File: src/design/fqs_pkg.sv
// ----------------------------------------------------------------------------
// fqs_pkg
// Shared types and constants for the circular queue with search: opcodes,
// status codes, field widths and the default queue depth.
// ----------------------------------------------------------------------------
package fqs_pkg;

    localparam int FQS_DEPTH = 16;
    localparam int DATA_W    = 32;
    localparam int POS_W     = 4;
    localparam int STATUS_W  = 2;

    typedef enum logic [1:0] {
        OP_ENQ     = 2'd0,
        OP_DEQ     = 2'd1,
        OP_SEARCH  = 2'd2,
        OP_DISPLAY = 2'd3
    } op_t;

    typedef enum logic [STATUS_W-1:0] {
        ST_OK    = 2'd0,
        ST_EMPTY = 2'd1,
        ST_FULL  = 2'd2,
        ST_MISS  = 2'd3
    } status_t;

endpackage

File: src/design/fqs_ram.sv
// ----------------------------------------------------------------------------
// fqs_ram
// Generic single-clock RAM: one write port, one read port, registered read.
// ----------------------------------------------------------------------------
module fqs_ram #(
    parameter int WIDTH = 32,
    parameter int DEPTH = 16,
    localparam int AW   = $clog2(DEPTH)
) (
    input  logic             clk,
    input  logic             wr_en,
    input  logic [AW-1:0]    wr_addr,
    input  logic [WIDTH-1:0] wr_data,
    input  logic             rd_en,
    input  logic [AW-1:0]    rd_addr,
    output logic [WIDTH-1:0] rd_data
);

    logic [WIDTH-1:0] mem_reg [DEPTH];
    logic [WIDTH-1:0] rd_data_reg;

    always_ff @(posedge clk)
    begin
        if (wr_en)
        begin
            mem_reg[wr_addr] <= wr_data;
        end
        if (rd_en)
        begin
            rd_data_reg <= mem_reg[rd_addr];
        end
    end

    assign rd_data = rd_data_reg;

endmodule

File: src/design/fifo_queue_with_search_core.sv
// ----------------------------------------------------------------------------
// fifo_queue_with_search_core
// Circular FIFO of signed 32-bit values with enqueue, dequeue, search and display.
// ----------------------------------------------------------------------------
// An item is taken when start is high and busy is low. Enqueue, and any
// dequeue, search or display on an empty queue, answers with one result in
// the cycle after the item is taken and busy stays low, so a new item can be
// taken every cycle. Dequeue reads the head when it is taken and answers from
// state S_DEQ. Display and a search that misses walk all stored entries;
// a search that hits at position P from the head stops there. The ring
// store has one read port and the walk reads one entry per cycle. Display
// gives one result per entry on consecutive cycles; result_valid marks each
// and last marks the final one. Results cannot be held off: each shows for
// exactly one cycle.
// ----------------------------------------------------------------------------
module fifo_queue_with_search_core
    import fqs_pkg::*;
#(
    parameter int DEPTH = FQS_DEPTH
) (
    input  logic                       clk,
    input  logic                       rst_n,
    input  logic                       start,
    output logic                       busy,
    input  logic [1:0]                 opcode,
    input  logic signed [DATA_W-1:0]   data_value,
    output logic                       result_valid,
    output logic [STATUS_W-1:0]        status,
    output logic signed [DATA_W-1:0]   out_value,
    output logic [POS_W-1:0]           position,
    output logic                       last
);

    localparam int IDX_W = $clog2(DEPTH);
    localparam int CNT_W = $clog2(DEPTH + 1);
    localparam logic [IDX_W-1:0] LAST_IDX = IDX_W'(DEPTH - 1);
    localparam logic [CNT_W-1:0] FULL_CNT = CNT_W'(DEPTH);

    typedef enum logic [1:0] {
        S_IDLE,
        S_DEQ,
        S_WALK
    } state_t;

    state_t                    state_reg, state_next;
    op_t                       op_reg, op_next;
    logic signed [DATA_W-1:0]  key_reg, key_next;
    logic [IDX_W-1:0]          head_reg, head_next;
    logic [IDX_W-1:0]          tail_reg, tail_next;
    logic [CNT_W-1:0]          count_reg, count_next;
    logic [IDX_W-1:0]          rptr_reg, rptr_next;
    logic [CNT_W-1:0]          issued_reg, issued_next;
    logic [IDX_W-1:0]          didx_reg, didx_next;

    logic                      valid_reg, valid_next;
    status_t                   status_reg, status_next;
    logic signed [DATA_W-1:0]  value_reg, value_next;
    logic [POS_W-1:0]          pos_reg, pos_next;
    logic                      last_reg, last_next;

    logic                      accept;
    op_t                       op_in;
    logic                      is_full;
    logic                      is_empty;
    logic                      wr_en;
    logic                      rd_en;
    logic [IDX_W-1:0]          rd_addr;
    logic signed [DATA_W-1:0]  rd_data;
    logic                      walk_last;
    logic [IDX_W+POS_W-1:0]    didx_ext;

    function automatic logic [IDX_W-1:0] wrap_inc(input logic [IDX_W-1:0] p);
        logic [IDX_W-1:0] r;
        begin
            r = (p == LAST_IDX) ? '0 : p + 1'b1;
            return r;
        end
    endfunction

    assign accept   = start && !busy;
    assign op_in    = op_t'(opcode);
    assign is_full  = (count_reg == FULL_CNT);
    assign is_empty = (count_reg == '0);
    assign busy     = (state_reg != S_IDLE);

    assign wr_en    = accept && (op_in == OP_ENQ) && !is_full;
    assign didx_ext = {{POS_W{1'b0}}, didx_reg};
    assign walk_last = ((CNT_W'(didx_reg) + 1'b1) == count_reg);

    always_comb
    begin
        rd_en   = 1'b0;
        rd_addr = head_reg;
        case (state_reg)
            S_IDLE:
            begin
                rd_en   = accept && (op_in != OP_ENQ) && !is_empty;
                rd_addr = head_reg;
            end
            S_WALK:
            begin
                rd_en   = (issued_reg < count_reg);
                rd_addr = rptr_reg;
            end
            default:
            begin
                rd_en   = 1'b0;
                rd_addr = head_reg;
            end
        endcase
    end

    fqs_ram #(
        .WIDTH (DATA_W),
        .DEPTH (DEPTH)
    ) u_store (
        .clk     (clk),
        .wr_en   (wr_en),
        .wr_addr (tail_reg),
        .wr_data (data_value),
        .rd_en   (rd_en),
        .rd_addr (rd_addr),
        .rd_data (rd_data)
    );

    always_comb
    begin
        state_next  = state_reg;
        op_next     = op_reg;
        key_next    = key_reg;
        head_next   = head_reg;
        tail_next   = tail_reg;
        count_next  = count_reg;
        rptr_next   = rptr_reg;
        issued_next = issued_reg;
        didx_next   = didx_reg;
        valid_next  = 1'b0;
        status_next = status_reg;
        value_next  = value_reg;
        pos_next    = pos_reg;
        last_next   = last_reg;

        case (state_reg)
            S_IDLE:
            begin
                if (accept)
                begin
                    op_next  = op_in;
                    key_next = data_value;
                    if (op_in == OP_ENQ)
                    begin
                        valid_next = 1'b1;
                        value_next = '0;
                        pos_next   = '0;
                        last_next  = 1'b1;
                        if (is_full)
                        begin
                            status_next = ST_FULL;
                        end
                        else
                        begin
                            status_next = ST_OK;
                            tail_next   = wrap_inc(tail_reg);
                            count_next  = count_reg + 1'b1;
                        end
                    end
                    else if (is_empty)
                    begin
                        valid_next  = 1'b1;
                        status_next = ST_EMPTY;
                        value_next  = '0;
                        pos_next    = '0;
                        last_next   = 1'b1;
                    end
                    else if (op_in == OP_DEQ)
                    begin
                        state_next = S_DEQ;
                    end
                    else
                    begin
                        // head read is in flight; walk the rest from head + 1
                        state_next  = S_WALK;
                        rptr_next   = wrap_inc(head_reg);
                        issued_next = CNT_W'(1);
                        didx_next   = '0;
                    end
                end
            end

            S_DEQ:
            begin
                valid_next  = 1'b1;
                status_next = ST_OK;
                value_next  = rd_data;
                pos_next    = '0;
                last_next   = 1'b1;
                head_next   = wrap_inc(head_reg);
                count_next  = count_reg - 1'b1;
                state_next  = S_IDLE;
            end

            S_WALK:
            begin
                if (rd_en)
                begin
                    rptr_next   = wrap_inc(rptr_reg);
                    issued_next = issued_reg + 1'b1;
                end
                didx_next = didx_reg + 1'b1;
                if (op_reg == OP_DISPLAY)
                begin
                    valid_next  = 1'b1;
                    status_next = ST_OK;
                    value_next  = rd_data;
                    pos_next    = didx_ext[POS_W-1:0];
                    last_next   = walk_last;
                    if (walk_last)
                    begin
                        state_next = S_IDLE;
                    end
                end
                else if (rd_data == key_reg)
                begin
                    // first hit from the head ends the search
                    valid_next  = 1'b1;
                    status_next = ST_OK;
                    value_next  = '0;
                    pos_next    = didx_ext[POS_W-1:0];
                    last_next   = 1'b1;
                    state_next  = S_IDLE;
                end
                else if (walk_last)
                begin
                    valid_next  = 1'b1;
                    status_next = ST_MISS;
                    value_next  = '0;
                    pos_next    = '0;
                    last_next   = 1'b1;
                    state_next  = S_IDLE;
                end
            end

            default:
            begin
                state_next = S_IDLE;
            end
        endcase
    end

    always_ff @(posedge clk or negedge rst_n)
    begin
        if (!rst_n)
        begin
            state_reg  <= S_IDLE;
            head_reg   <= '0;
            tail_reg   <= '0;
            count_reg  <= '0;
            rptr_reg   <= '0;
            issued_reg <= '0;
            didx_reg   <= '0;
            valid_reg  <= 1'b0;
        end
        else
        begin
            state_reg  <= state_next;
            head_reg   <= head_next;
            tail_reg   <= tail_next;
            count_reg  <= count_next;
            rptr_reg   <= rptr_next;
            issued_reg <= issued_next;
            didx_reg   <= didx_next;
            valid_reg  <= valid_next;
        end
    end

    always_ff @(posedge clk)
    begin
        op_reg     <= op_next;
        key_reg    <= key_next;
        status_reg <= status_next;
        value_reg  <= value_next;
        pos_reg    <= pos_next;
        last_reg   <= last_next;
    end

    assign result_valid = valid_reg;
    assign status       = status_reg;
    assign out_value    = value_reg;
    assign position     = pos_reg;
    assign last         = last_reg;

    // count stays within the ring
    assert property (@(posedge clk) disable iff (!rst_n)
        count_reg <= FULL_CNT)
        else $error("entry count exceeds depth");

    // tail always sits count entries past head
    assert property (@(posedge clk) disable iff (!rst_n)
        ((CNT_W + 1)'(head_reg) + (CNT_W + 1)'(count_reg) == (CNT_W + 1)'(tail_reg))
        || ((CNT_W + 1)'(head_reg) + (CNT_W + 1)'(count_reg)
            == (CNT_W + 1)'(tail_reg) + (CNT_W + 1)'(DEPTH)))
        else $error("tail pointer out of step with head and count");

    // a full report leaves the queue full
    assert property (@(posedge clk) disable iff (!rst_n)
        (valid_reg && (status_reg == ST_FULL)) |-> is_full)
        else $error("full status reported on a queue that is not full");

    // an enqueue never holds the block busy
    assert property (@(posedge clk) disable iff (!rst_n)
        (accept && (op_in == OP_ENQ)) |=> !busy)
        else $error("enqueue left the block busy");

    // the store is never written while a walk or dequeue is in progress
    assert property (@(posedge clk) disable iff (!rst_n)
        busy |-> !wr_en)
        else $error("store written while busy");

endmodule

File: config.mk
export PLATFORM = sky130hd
export DESIGN_NAME = fifo_queue_with_search_core
export DESIGN_NICKNAME = d
export VERILOG_FILES = /design/src/design/fqs_pkg.sv /design/src/design/fqs_ram.sv /design/src/design/fifo_queue_with_search_core.sv
export SDC_FILE = /design/constraint.sdc
export NUM_CORES = 1
export LEC_CHECK = 0
export BUFFER_PORTS_ARGS = -buffer_cell sky130_fd_sc_hd__buf_2
export CAP_MARGIN = 20
export CORE_ASPECT_RATIO = 0.6
export CORE_MARGIN = 4
export CORE_UTILIZATION = 55
export CTS_BUF_LIST = sky130_fd_sc_hd__clkbuf_8 sky130_fd_sc_hd__clkbuf_16
export CTS_CLUSTER_SIZE = 30
export DETAILED_ROUTE_END_ITERATION = 10
export HOLD_SLACK_MARGIN = 0.08
export PLACE_DENSITY_LB_ADDON = 0.3
export SLEW_MARGIN = 10
export SYNTH_ARGS = -nofsm -noshare
export SYNTH_HDL_FRONTEND = slang
export SYNTH_SLANG_ARGS = --single-unit
File: constraint.sdc
create_clock -name clk -period 5.04 [get_ports clk]
set_input_delay 0.504 -clock clk [delete_from_list [all_inputs] [get_ports clk]]
set_output_delay 0.504 -clock clk [all_outputs]
set_load 0.02 [all_outputs]
==> metrics.txt, run 1 <==
leakage power figure about 0.0094 µW; Unique masters post-synth between 40 and 50; vertical die dimension 174 µm; Total Die Area 49,600 µm²; DRC violation total after the first TritonRoute iteration ~1,500; Port Buffer Count between 70 and 80; fraction of power consumed by combinational cells 32.4%; met1 usage 36.5%; clock edge transition at the registers on the reported setup and hold paths approximately 70 ps; commonest non-fill, non-tap cells in the layout 617 x sky130_fd_sc_hd__edfxtp_1, 128 x sky130_fd_sc_hd__mux4_2, 88 x sky130_fd_sc_hd__nand2_1, 77 x sky130_fd_sc_hd__buf_2, 64 x sky130_fd_sc_hd__and2_1; routed via count 12,800; cells resized by post-CTS repair 0; remaining global-route overflow 0; global-route met2 utilization 35.3%; RR Endpoint out_value[20]; hold-fix buffers at CTS 1; number of CTS-inserted buffers 55; via count of the first global-routing pass 12,700; met3 usage approximately 4.3%; mean post-synth cell area 19.8 µm²; Skew-Pair Late Insertion Delay 610 ps; warnings from Yosys 0; pwr/cell area 591 nW/µm²; total global-route track usage between 20% and 30%; number of pins with negative max-slew slack in the final report 0; horizontal die dimension around 280 µm; pin count of the biggest net entering global routing 66; initial core utilization 56.1%; number of vias per cell after detailed routing 6.21; Top Usage Layer GRT met1; buffer type at the clock tree root sky130_fd_sc_hd__clkbuf_16; Post-synth EDFFs 617; data arrival time of the critical path 3760 ps; kind of critical path flop to flop; Cell Rows 60; Syn-to-layout area delta 12.4%; Nets 1,448; minimum period implied by the final worst setup slack 3510 ps; portion of total power attributed to the clock network 26.0%; upper clock frequency limit 285 MHz; sequential share of the synthesized area between 70% and 80%; cell area after synthesis 25,300 µm²; critical path capture point type flop; first-pass iteration count of the detailed router 5; placed wire-length estimate 31.6 mm; final worst setup slack 1530 ps; Final Hold Fails 0; Critical Path Source Type flop; initial antenna violation count 1; status completed; wire length of the first global-routing pass 85.3 mm; total inserted antenna cells 0; dominant synthesized flop cell sky130_fd_sc_hd__edfxtp_1; destination of the worst hold path op_reg[0]; Placeable Area 45,100 µm²; pre-CTS worst setup slack 1250 ps; power dissipated by switching net loads roughly 5400 µW; flip-flop count of the largest register, all copies and words added between 500 and 600; final routed wirelength across all metal layers 56.9 mm; period utilisation layout 69.7%; # DRC 0; internal reg-to-reg setup slack 1530 ps; Slew @ Worst Pin 951 ps; I/O pin count just under 80; length in cells of the worst reg-to-reg path 7; maximum resistive drop on vdd 0.628 mV; critical register-to-register path startpoint u_store.rd_data[23]; count of nets left with antenna violations after detail routing 0; internal power 11,400 µW; hold path cells 1; source of the worst hold timing path opcode[0]; clock tree from TritonCTS built; GP Congestion around 0.8; maximum buffer depth of the clock tree 3; number of setup violations in the final report 0; biggest fanout along the worst timing path 28; path category of the worst min-delay check input port to flop; data required time at the worst endpoint 5290 ps; post-detailed-route wirelength per cell 27.7 µm; RSZ-0062 raised after global routing false; number of max-capacitance violations reported 0; count of buffers added by post-CTS timing repair for setup 0; TNS Setup 0 ps; Post-synth ARST share 4.49%; post-synthesis net count 1,335; proportion of total power due to net switching 32.1%; Post-Synthesis Cells 1,278; post-synthesis register bit count 646; CTS H-Tree Depth 2; Setup Skew 23.6 ps; CTS sink cnt 646; register share of total power 41.6%; most common cell after layout, fill and taps aside sky130_fd_sc_hd__edfxtp_1; Slew HR 36.6%; fraction of final layout cells sized beyond drive strength 1 approximately a quarter
-- power groups by stage --
stage          sequential [µW]  clock, µW  combinational [µW]
2_1_floorplan             7200          0                3780
3_3_place_gp              7080          0                5390
3_5_place_dp              7100          0                5450
4_1_cts                   6990       4440                5500
5_1_grt                   7050       4690                5880
6_report                  6990       4380                5450
-- critical path: stages (launching register included) --
cell,delay [ps]
sky130_fd_sc_hd__edfxtp_1,420
sky130_fd_sc_hd__xor2_1,180
sky130_fd_sc_hd__nor4_1,680
sky130_fd_sc_hd__nand2_1,240
sky130_fd_sc_hd__o31ai_2,770
sky130_fd_sc_hd__inv_1,170
sky130_fd_sc_hd__a211oi_4,250
sky130_fd_sc_hd__buf_4,400
-- synth_stat cells (2+ instances only) --
cell type,count,area (µm²)
sky130_fd_sc_hd__edfxtp_1,617,18500
sky130_fd_sc_hd__mux4_2,128,2880
sky130_fd_sc_hd__nand2_1,89,334
sky130_fd_sc_hd__and2_1,77,482
sky130_fd_sc_hd__a211oi_1,38,285
sky130_fd_sc_hd__a31oi_1,38,238
sky130_fd_sc_hd__xor2_1,36,315
sky130_fd_sc_hd__dfrtp_1,29,726
sky130_fd_sc_hd__clkbuf_1,27,101
sky130_fd_sc_hd__ha_1,19,238
sky130_fd_sc_hd__o21ai_0,18,90.1
sky130_fd_sc_hd__inv_1,17,63.8
sky130_fd_sc_hd__nor2_1,14,52.6
sky130_fd_sc_hd__a21oi_1,12,60.1
sky130_fd_sc_hd__buf_2,11,55.1
sky130_fd_sc_hd__xnor2_1,11,96.3
sky130_fd_sc_hd__and3_1,10,62.6
sky130_fd_sc_hd__buf_6,10,113
sky130_fd_sc_hd__nand3_1,10,50.1
sky130_fd_sc_hd__nor4_1,9,56.3
sky130_fd_sc_hd__mux2i_1,7,70.1
sky130_fd_sc_hd__buf_1,6,22.5
sky130_fd_sc_hd__buf_4,5,37.5
sky130_fd_sc_hd__mux2_2,5,56.3
sky130_fd_sc_hd__nor3_1,4,20.0
sky130_fd_sc_hd__a21boi_0,3,22.5
sky130_fd_sc_hd__a21o_1,3,22.5
sky130_fd_sc_hd__a221oi_1,2,17.5
sky130_fd_sc_hd__a22o_1,2,17.5
sky130_fd_sc_hd__nand2b_1,2,12.5
sky130_fd_sc_hd__o22ai_1,2,12.5
sky130_fd_sc_hd__o31ai_1,2,15.0
sky130_fd_sc_hd__or4_1,2,15.0
-- area by class of cell --
class | count | area, µm²
Clock buffer | 55 | 1380
Clock inverter | 46 | 485
Fill cell | 3055 | 16700
Inverter | 17 | 63.8
Multi-Input combinational cell | 556 | 5740
Sequential cell | 646 | 19300
Tap cell | 620 | 776
Timing Repair Buffer | 115 | 736
-- worst max path at each step --
| stage | startpoint | end | slack, ps | cells after the start |
|---|---|---|---|---|
| finish | u_store.rd_data[23] | out_value[20] | 1530 | 7 |
| global route | u_store.rd_data[23] | out_value[20] | 1360 | 7 |
| CTS | u_store.rd_data[23] | out_value[20] | 1230 | 7 |
| detailed placement | u_store.rd_data[1] | out_value[12] | 1250 | 7 |
| global placement | u_store.rd_data[1] | out_value[16] | 1380 | 7 |
| floorplan | state_reg[0] | u_store.mem_reg[4][0] | 1120 | 9 |
-- stage by stage --
stage / cells / hold slack [ps] / power, µW / cell area, µm² / utilization (%)
6_report: 2055 / 165 / 16800 / 28400 / 63.0
5_1_grt: 2055 / 144 / 17600 / 28400 / 63.0
4_1_cts: 2055 / 143 / 16900 / 28400 / 63.0
3_5_place_dp: 1953 / 517 / 12600 / 26600 / 58.9
3_3_place_gp: 1953 / 519 / 12500 / 26600 / 58.9
2_1_floorplan: 1278 / 208 / 11000 / 25300 / -
-- logic make-up after synthesis --
| group | share of synthesized area (%) |
|---|---|
| flops | 76.1 |
| fa+ha+maj | 1.02 |
| xor+xnor | 1.63 |
| compound gates | 3.33 |
| buf+inv | 1.55 |
| mux | 11.9 |
| simple gates | 4.45 |
-- routing by layer --
| layer | wire [µm] | part of all wire (%) |
|---|---|---|
| met2 | 26400 | 46 |
| met3 | 4670 | 8.2 |
| met5 | 10 | 0.018 |
| met4 | 675 | 1.2 |
| met1 | 25200 | 44 |
Note: power is estimated with default switching activity, not from simulation.
==> run 2, diff against run 1 <==
--- a/config.mk
+++ b/config.mk
@@ -5,6 +5,7 @@
 export SDC_FILE = /design/constraint.sdc
 export NUM_CORES = 1
 export LEC_CHECK = 0
+export ABC_AREA = 1
 export BUFFER_PORTS_ARGS = -buffer_cell sky130_fd_sc_hd__buf_2
 export CAP_MARGIN = 20
 export CORE_ASPECT_RATIO = 0.6
==> constraint.sdc (replaced) <==
create_clock -name clk -period 2.9 [get_ports clk]
set_input_delay 0.29 -clock clk [delete_from_list [all_inputs] [get_ports clk]]
set_output_delay 0.29 -clock clk [all_outputs]
set_load 0.02 [all_outputs]
==> metrics.txt, run 2 <==
Port Buffer Count 77 (unchanged); routed via count 16,800 (+32%); storage element area 19,300 µm² (unchanged); number of vias per cell after detailed routing 5.96 (-4.1%); slowest stage cell, crit path sky130_fd_sc_hd__edfxtp_1; dominant cells by area after synthesis sky130_fd_sc_hd__edfxtp_1 70%, sky130_fd_sc_hd__o21ai_0 5.9%, sky130_fd_sc_hd__a21oi_1 5.1%, sky130_fd_sc_hd__o211ai_1 3.7%, sky130_fd_sc_hd__inv_1 2.8%; data required time at the worst endpoint 3150 ps (-2140 ps); final worst setup slack 175 ps (-1350 ps); Post-synth EDFFs 617 (unchanged); CTS H-Tree Depth 2 (unchanged); biggest fanout along the worst timing path 20 (-29%); Nets 2,205 (+52%); clock edge transition at the registers on the reported setup and hold paths 60 ps (about the same); Total Die Area 51,500 µm² (+3.8%); Syn-to-layout area delta 13.8%; pre-CTS worst setup slack 269 ps (-981 ps); Slew @ Worst Pin 770 ps (-181 ps); Placeable Area 46,800 µm² (+3.7%); beginning of the critical path u_store.rd_data[31]; pin count of the biggest net entering global routing 130 (+97%); critical path capture point type flop; minimum period implied by the final worst setup slack 2720 ps (-786 ps); RSZ-0062 raised after global routing false; CTS sink cnt 646 (unchanged); total global-route track usage 23.9% (+0.57 points); period utilisation layout 94.0% (+24 points); critical register-to-register path startpoint u_store.rd_data[31]; top cell type's share of synthesized area 70.5% (-2.8 points); wire length of the first global-routing pass 94.6 mm (+11%); via count of the first global-routing pass 15,700 (+24%); Worst Setup EP out_value[29]; fraction of final layout cells sized beyond drive strength 1 11.9% (-13 points); number of setup violations in the final report 0 (unchanged); Unique masters post-synth 30 (-35%); pwr/cell area 1010 nW/µm² (+71%); sequential share of the synthesized area 73.2% (-2.9 points); number of CTS-inserted buffers 55 (unchanged); most frequent cells after synthesis 617 x sky130_fd_sc_hd__edfxtp_1, 309 x sky130_fd_sc_hd__o21ai_0, 266 x sky130_fd_sc_hd__a21oi_1, 198 x sky130_fd_sc_hd__inv_1, 149 x sky130_fd_sc_hd__nand2_1; length in cells of the worst reg-to-reg path 10 (+3); Post-Synthesis Cells 2,044 (+60%); cells resized by post-CTS repair 0 (unchanged); Skew-Pair Late Insertion Delay 590 ps (-20 ps); I/O pin count 78 (unchanged); internal reg-to-reg setup slack 180 ps (-1350 ps); cell type with the largest total area after synthesis sky130_fd_sc_hd__edfxtp_1; kind of critical path flop to flop; cells along the critical path xnor2_1, nand2_1, nor2_1, nand2_1, nor2_1, nand2_1, nand3_1, nand2_1, inv_2, buf_4; summed area of non-filler cells in the final layout 29,900 µm² (+5.2%); cell with the most instances after synthesis sky130_fd_sc_hd__edfxtp_1; Final Hold Fails 0 (unchanged); status completed; Setup Skew 19.9 ps (-3.67 ps); delay of the slowest critical-path stage 490 ps (-280 ps); upper clock frequency limit 367 MHz (+29%); first-pass iteration count of the detailed router 6 (+1); initial core utilization 56.2% (+0.15 points); placed wire-length estimate 36.6 mm (+16%); count of buffers added by post-CTS timing repair for setup 0 (unchanged); footprint of the multi-input gates 5930 µm² (+3.2%); # DRC 0 (unchanged); post-detailed-route wirelength per cell 22.1 µm (-20%); clock tree from TritonCTS built; total inserted antenna cells 0 (unchanged); number of pins with negative max-slew slack in the final report 0 (unchanged); maximum buffer depth of the clock tree 3 (unchanged); flip-flop count of the largest register, all copies and words added 512 (unchanged); Slew HR 48.7% (+12 points); GP Congestion 0.793 (-1.7%); commonest non-fill, non-tap cells in the layout 617 x sky130_fd_sc_hd__edfxtp_1, 308 x sky130_fd_sc_hd__o21ai_0, 266 x sky130_fd_sc_hd__a21oi_1, 213 x sky130_fd_sc_hd__inv_1, 147 x sky130_fd_sc_hd__nand2_1; post-synthesis register bit count 646 (unchanged); post-synthesis net count 2,101 (+57%); mean post-synth cell area 12.9 µm² (-35%); Post-synth ARST share 4.49% (unchanged); warnings from Yosys 0 (unchanged); RR Endpoint out_value[29]; final routed wirelength across all metal layers 62.4 mm (+9.7%); maximum resistive drop on vdd 0.804 mV (+28%); leakage power figure 0.0105 µW (+12%); Filler Cell Count 3,401 (+11%); placed instance area 28,100 µm² (+5.6%); cell area after synthesis 26,300 µm² (+4.0%); buffer type at the clock tree root sky130_fd_sc_hd__clkbuf_16; Critical Path Source Type flop; most common cell after layout, fill and taps aside sky130_fd_sc_hd__edfxtp_1; data arrival time of the critical path 2980 ps (-780 ps); remaining global-route overflow 0 (unchanged); initial antenna violation count 2 (+1); vertical die dimension 177 µm (+1.9%); count of nets left with antenna violations after detail routing 0 (unchanged); horizontal die dimension 290 µm (+1.9%); path category of the worst min-delay check input port to flop; dominant synthesized flop cell sky130_fd_sc_hd__edfxtp_1; Cell Rows 61 (+1.7%); cell repeated most along the worst path sky130_fd_sc_hd__nand2_1; number of max-capacitance violations reported 0 (unchanged); DRC violation total after the first TritonRoute iteration 2,055 (+36%)
==> run 2: changes by cell type after synthesis, moves of 44 or more <==
cell / previous run / this run
sky130_fd_sc_hd__a21oi_1: 12 / 266
sky130_fd_sc_hd__and2_1: 77 / 0
sky130_fd_sc_hd__buf_2: 11 / 59
sky130_fd_sc_hd__inv_1: 17 / 198
sky130_fd_sc_hd__mux4_2: 128 / 0
sky130_fd_sc_hd__nand2_1: 89 / 149
sky130_fd_sc_hd__nand3_1: 10 / 54
sky130_fd_sc_hd__nor2_1: 14 / 77
sky130_fd_sc_hd__o211ai_1: 1 / 129
sky130_fd_sc_hd__o21ai_0: 18 / 309
==> run 2: cell type report <==
class                           instances  area share [%]
Sequential cell                       646            64.4
Multi-Input combinational cell       1072            19.8
Timing Repair Buffer                  172            5.09
Clock buffer                           57            4.69
Tap cell                              630            2.63
Inverter                              201            2.52
Clock inverter                         43           0.891
==> run 2: logic make-up after synthesis <==
group	share of synthesized area (%)
compound gates	15.1
simple gates	4.59
xor+xnor	1.13
buf+inv	4.98
fa+ha+maj	0.980
flops	73.2
mux	0.0381
==> run 2: where the power goes <==
group | leakage (µW) | total, µW | switching [µW] | internal (µW)
combinational | 0.00368 | 11200 | 7560 | 3610
clock | 0.000879 | 6940 | 3190 | 3750
sequential | 0.00598 | 12100 | 537 | 11500
==> run 2: worst min path at each step <==
stage / startpoint / endpoint / slack, ps / cells after the start
after CTS: data_value[7] / u_store.mem_reg[8][7] / 80 / 1
after global routing: data_value[6] / u_store.mem_reg[10][6] / 90 / 1
final: data_value[22] / u_store.mem_reg[6][22] / 100 / 1
after global placement: rst_n / tail_reg[2] / 390 / 1
after detailed placement: rst_n / tail_reg[2] / 400 / 1
after floorplan: rst_n / count_reg[0] / -6 / 0
==> run 2: metrics by stage <==
step | hold slack [ps] | total power (µW) | cells | util, % | TNS [ps]
after floorplan | -5.59 | 19500 | 2044 | - | -18550
after global placement | 391 | 22900 | 2702 | 60.0 | 0
after detailed placement | 403 | 23300 | 2702 | 60.0 | 0
after CTS | 80.8 | 30200 | 2821 | 63.9 | 0
after global routing | 85.1 | 31900 | 2821 | 63.9 | 0
final | 103 | 30200 | 2821 | 63.9 | 0
==> run 2: layer usage <==
metal | vias to the layer above | share of wire [%] | global-route usage, %
met5 | - | 0.034 | 0
met4 | 4 | 1.7 | 4.91
met3 | 94 | 9.4 | 3.95
met2 | 771 | 45 | 36.1
met1 | 8262 | 44 | 37.0
li1 | 7683 | - | -
==> run 2: what timing repair did <==
| item | 4_1_cts | 5_1_grt |
|---|---|---|
| endpoints found under the hold margin | 201 | 0 |
| hold buffers | 19 | 0 |
| endpoints found under the setup margin | 0 | 0 |
==> run 2: worst max-delay path: cells and delay by family, from the launching register on <==
family | cells | cell delay [ps]
and+or+nand+nor | 7 | 1260
xor gates and xnor gates | 1 | 250
buffers and inverters | 2 | 380
DFF | 1 | 490
==> run 3, diff against run 2 <==
--- a/config.mk
+++ b/config.mk
@@ -11,7 +11,7 @@
 export CORE_ASPECT_RATIO = 0.6
 export CORE_MARGIN = 4
 export CORE_UTILIZATION = 55
-export CTS_BUF_LIST = sky130_fd_sc_hd__clkbuf_8 sky130_fd_sc_hd__clkbuf_16
+export CTS_BUF_LIST = sky130_fd_sc_hd__clkbuf_4 sky130_fd_sc_hd__clkbuf_8
 export CTS_CLUSTER_SIZE = 30
 export DETAILED_ROUTE_END_ITERATION = 10
 export HOLD_SLACK_MARGIN = 0.08
==> metrics.txt, run 3 (synthesis gave the netlist of run 2 again) <==
first-pass iteration count of the detailed router 6 (unchanged); GP Congestion 0.793 (unchanged); final worst setup slack 169 ps (-6.73 ps); buffer type at the clock tree root sky130_fd_sc_hd__clkbuf_8; path category of the worst min-delay check input port to async pin; Final Hold Fails 0 (unchanged); Setup Skew 31.8 ps (+11.9 ps); Port Buffer Count 77 (unchanged); Syn-to-layout area delta 15.0%; # DRC 0 (unchanged); status completed; maximum buffer depth of the clock tree 3 (unchanged); pre-CTS worst setup slack 269 ps (unchanged); clock edge transition at the registers on the reported setup and hold paths 70 ps (about the same); utilization of the core after routing 64.6% (+0.67 points); upper clock frequency limit 366 MHz (-0.25%); pwr/cell area 1000 nW/µm² (-0.44%); worst hold slack 304 ps (+201 ps); period utilisation layout 94.2% (+0.23 points); count of nets left with antenna violations after detail routing 0 (unchanged); Placeable Area 46,800 µm² (unchanged); number of pins with negative max-slew slack in the final report 0 (unchanged); commonest non-fill, non-tap cells in the layout 617 x sky130_fd_sc_hd__edfxtp_1, 308 x sky130_fd_sc_hd__o21ai_0, 266 x sky130_fd_sc_hd__a21oi_1, 196 x sky130_fd_sc_hd__inv_1, 147 x sky130_fd_sc_hd__nand2_1; data required time at the worst endpoint 3410 ps (+260 ps); most common cell after layout, fill and taps aside sky130_fd_sc_hd__edfxtp_1; minimum period implied by the final worst setup slack 2730 ps (+6.72 ps); fraction of final layout cells sized beyond drive strength 1 14.8% (+3.0 points); Skew-Pair Late Insertion Delay 660 ps (+70 ps); number of setup violations in the final report 0 (unchanged); Cell Rows 61 (unchanged); Total Die Area 51,500 µm² (unchanged); post-detailed-route wirelength per cell 21.7 µm (-1.7%); Slew HR 46.8% (-1.9 points); Filler Cell Count 3,454 (+1.6%); critical path capture point type flop; kind of critical path flop to flop; data arrival time of the critical path 3240 ps (+260 ps); routed via count 17,000 (+1.3%); vertical die dimension 177 µm (unchanged); count of buffers added by post-CTS timing repair for setup 0 (unchanged); number of max-capacitance violations reported 0 (unchanged); I/O pin count 78 (unchanged); final routed wirelength across all metal layers 63.2 mm (+1.2%); number of CTS-inserted buffers 91 (+65%); horizontal die dimension 290 µm (unchanged); maximum resistive drop on vdd 0.835 mV (+3.9%); initial antenna violation count 1 (-1); initial core utilization 56.2% (unchanged); Slew @ Worst Pin 798 ps (+28.7 ps); pin count of the biggest net entering global routing 130 (unchanged); CTS H-Tree Depth 3 (+1); CTS sink cnt 646 (unchanged); RSZ-0062 raised after global routing false; cells resized by post-CTS repair 0 (unchanged); leakage power figure 0.0107 µW (+1.6%); DRC violation total after the first TritonRoute iteration 1,846 (-10%); placed wire-length estimate 36.6 mm (unchanged); wire length of the first global-routing pass 95.6 mm (+1.1%); Critical Path Source Type flop; via count of the first global-routing pass 16,000 (+1.8%); total global-route track usage 24.2% (+0.34 points); flip-flop count of the largest register, all copies and words added 512 (unchanged); clock tree from TritonCTS built; number of vias per cell after detailed routing 5.86 (-1.7%); remaining global-route overflow 0 (unchanged); Final Total Pwr 30,400 µW (+0.61%); biggest fanout along the worst timing path 129 (+550%); hold-fix buffers at CTS 36 (+17); Nets 2,258 (+2.4%)
==> run 3: path summary, 6_finish.rpt <==
kind / endpoint / startpoint / cells past startpoint / slack (ps)
worst min-delay path: tail_reg[2] / rst_n / 2 / 300
worst min register to register: issued_reg[4] / issued_reg[4] / 2 / 550
worst max-delay path: u_store.rd_data[17] / state_reg[0] / 9 / 170
worst max register to register: u_store.rd_data[17] / state_reg[0] / 9 / 170
min in group clk: op_reg[0] / opcode[0] / 2 / 390
max in group asynchronous: rptr_reg[1] / rst_n / 2 / 2070
==> run 3: stage by stage <==
step,std cells,area (µm²),setup TNS (ps)
2_1_floorplan,2044,26300,-18550
3_3_place_gp,2702,28100,0
3_5_place_dp,2702,28100,0
4_1_cts,2904,30200,0
5_1_grt,2904,30200,0
6_report,2905,30200,0
==> run 3: critical path, cell delays in order, from the launching register on <==
cell                       delay, ps
sky130_fd_sc_hd__dfrtp_1         420
sky130_fd_sc_hd__inv_1           110
sky130_fd_sc_hd__ha_1            360
sky130_fd_sc_hd__inv_2           180
sky130_fd_sc_hd__nand2_4         140
sky130_fd_sc_hd__buf_12          470
sky130_fd_sc_hd__a21oi_1         220
sky130_fd_sc_hd__o211ai_1        220
sky130_fd_sc_hd__o211ai_1        160
sky130_fd_sc_hd__nand2_1         100
==> run 3: layout make-up <==
cell class / instances / area [µm²] / share of cell area [%]
Clock inverter: 37 / 230 / 0.761
Inverter: 201 / 754 / 2.50
Multi-Input combinational cell: 1072 / 5930 / 19.6
Clock buffer: 129 / 1580 / 5.23
Antenna cell: 1 / 2.50 / 0.00828
Timing Repair Buffer: 189 / 1690 / 5.60
Sequential cell: 646 / 19300 / 63.7
Tap cell: 630 / 788 / 2.61
==> run 3: report_power, final <==
part / switching (µW) / total, µW / internal, µW / leakage (µW)
logic: 7570 / 11200 / 3620 / 0.00376
registers: 539 / 12100 / 11600 / 0.00598
clock network: 3380 / 7090 / 3710 / 0.000972
==> run 3: routing by layer <==
metal | wire [µm] | up-vias | GRT usage [%]
li1 | - | 7788 | -
met1 | 27900 | 8341 | 36.9
met2 | 27700 | 809 | 35.7
met3 | 6480 | 85 | 5.67
met4 | 1040 | 2 | 5.85
met5 | 10 | - | 0
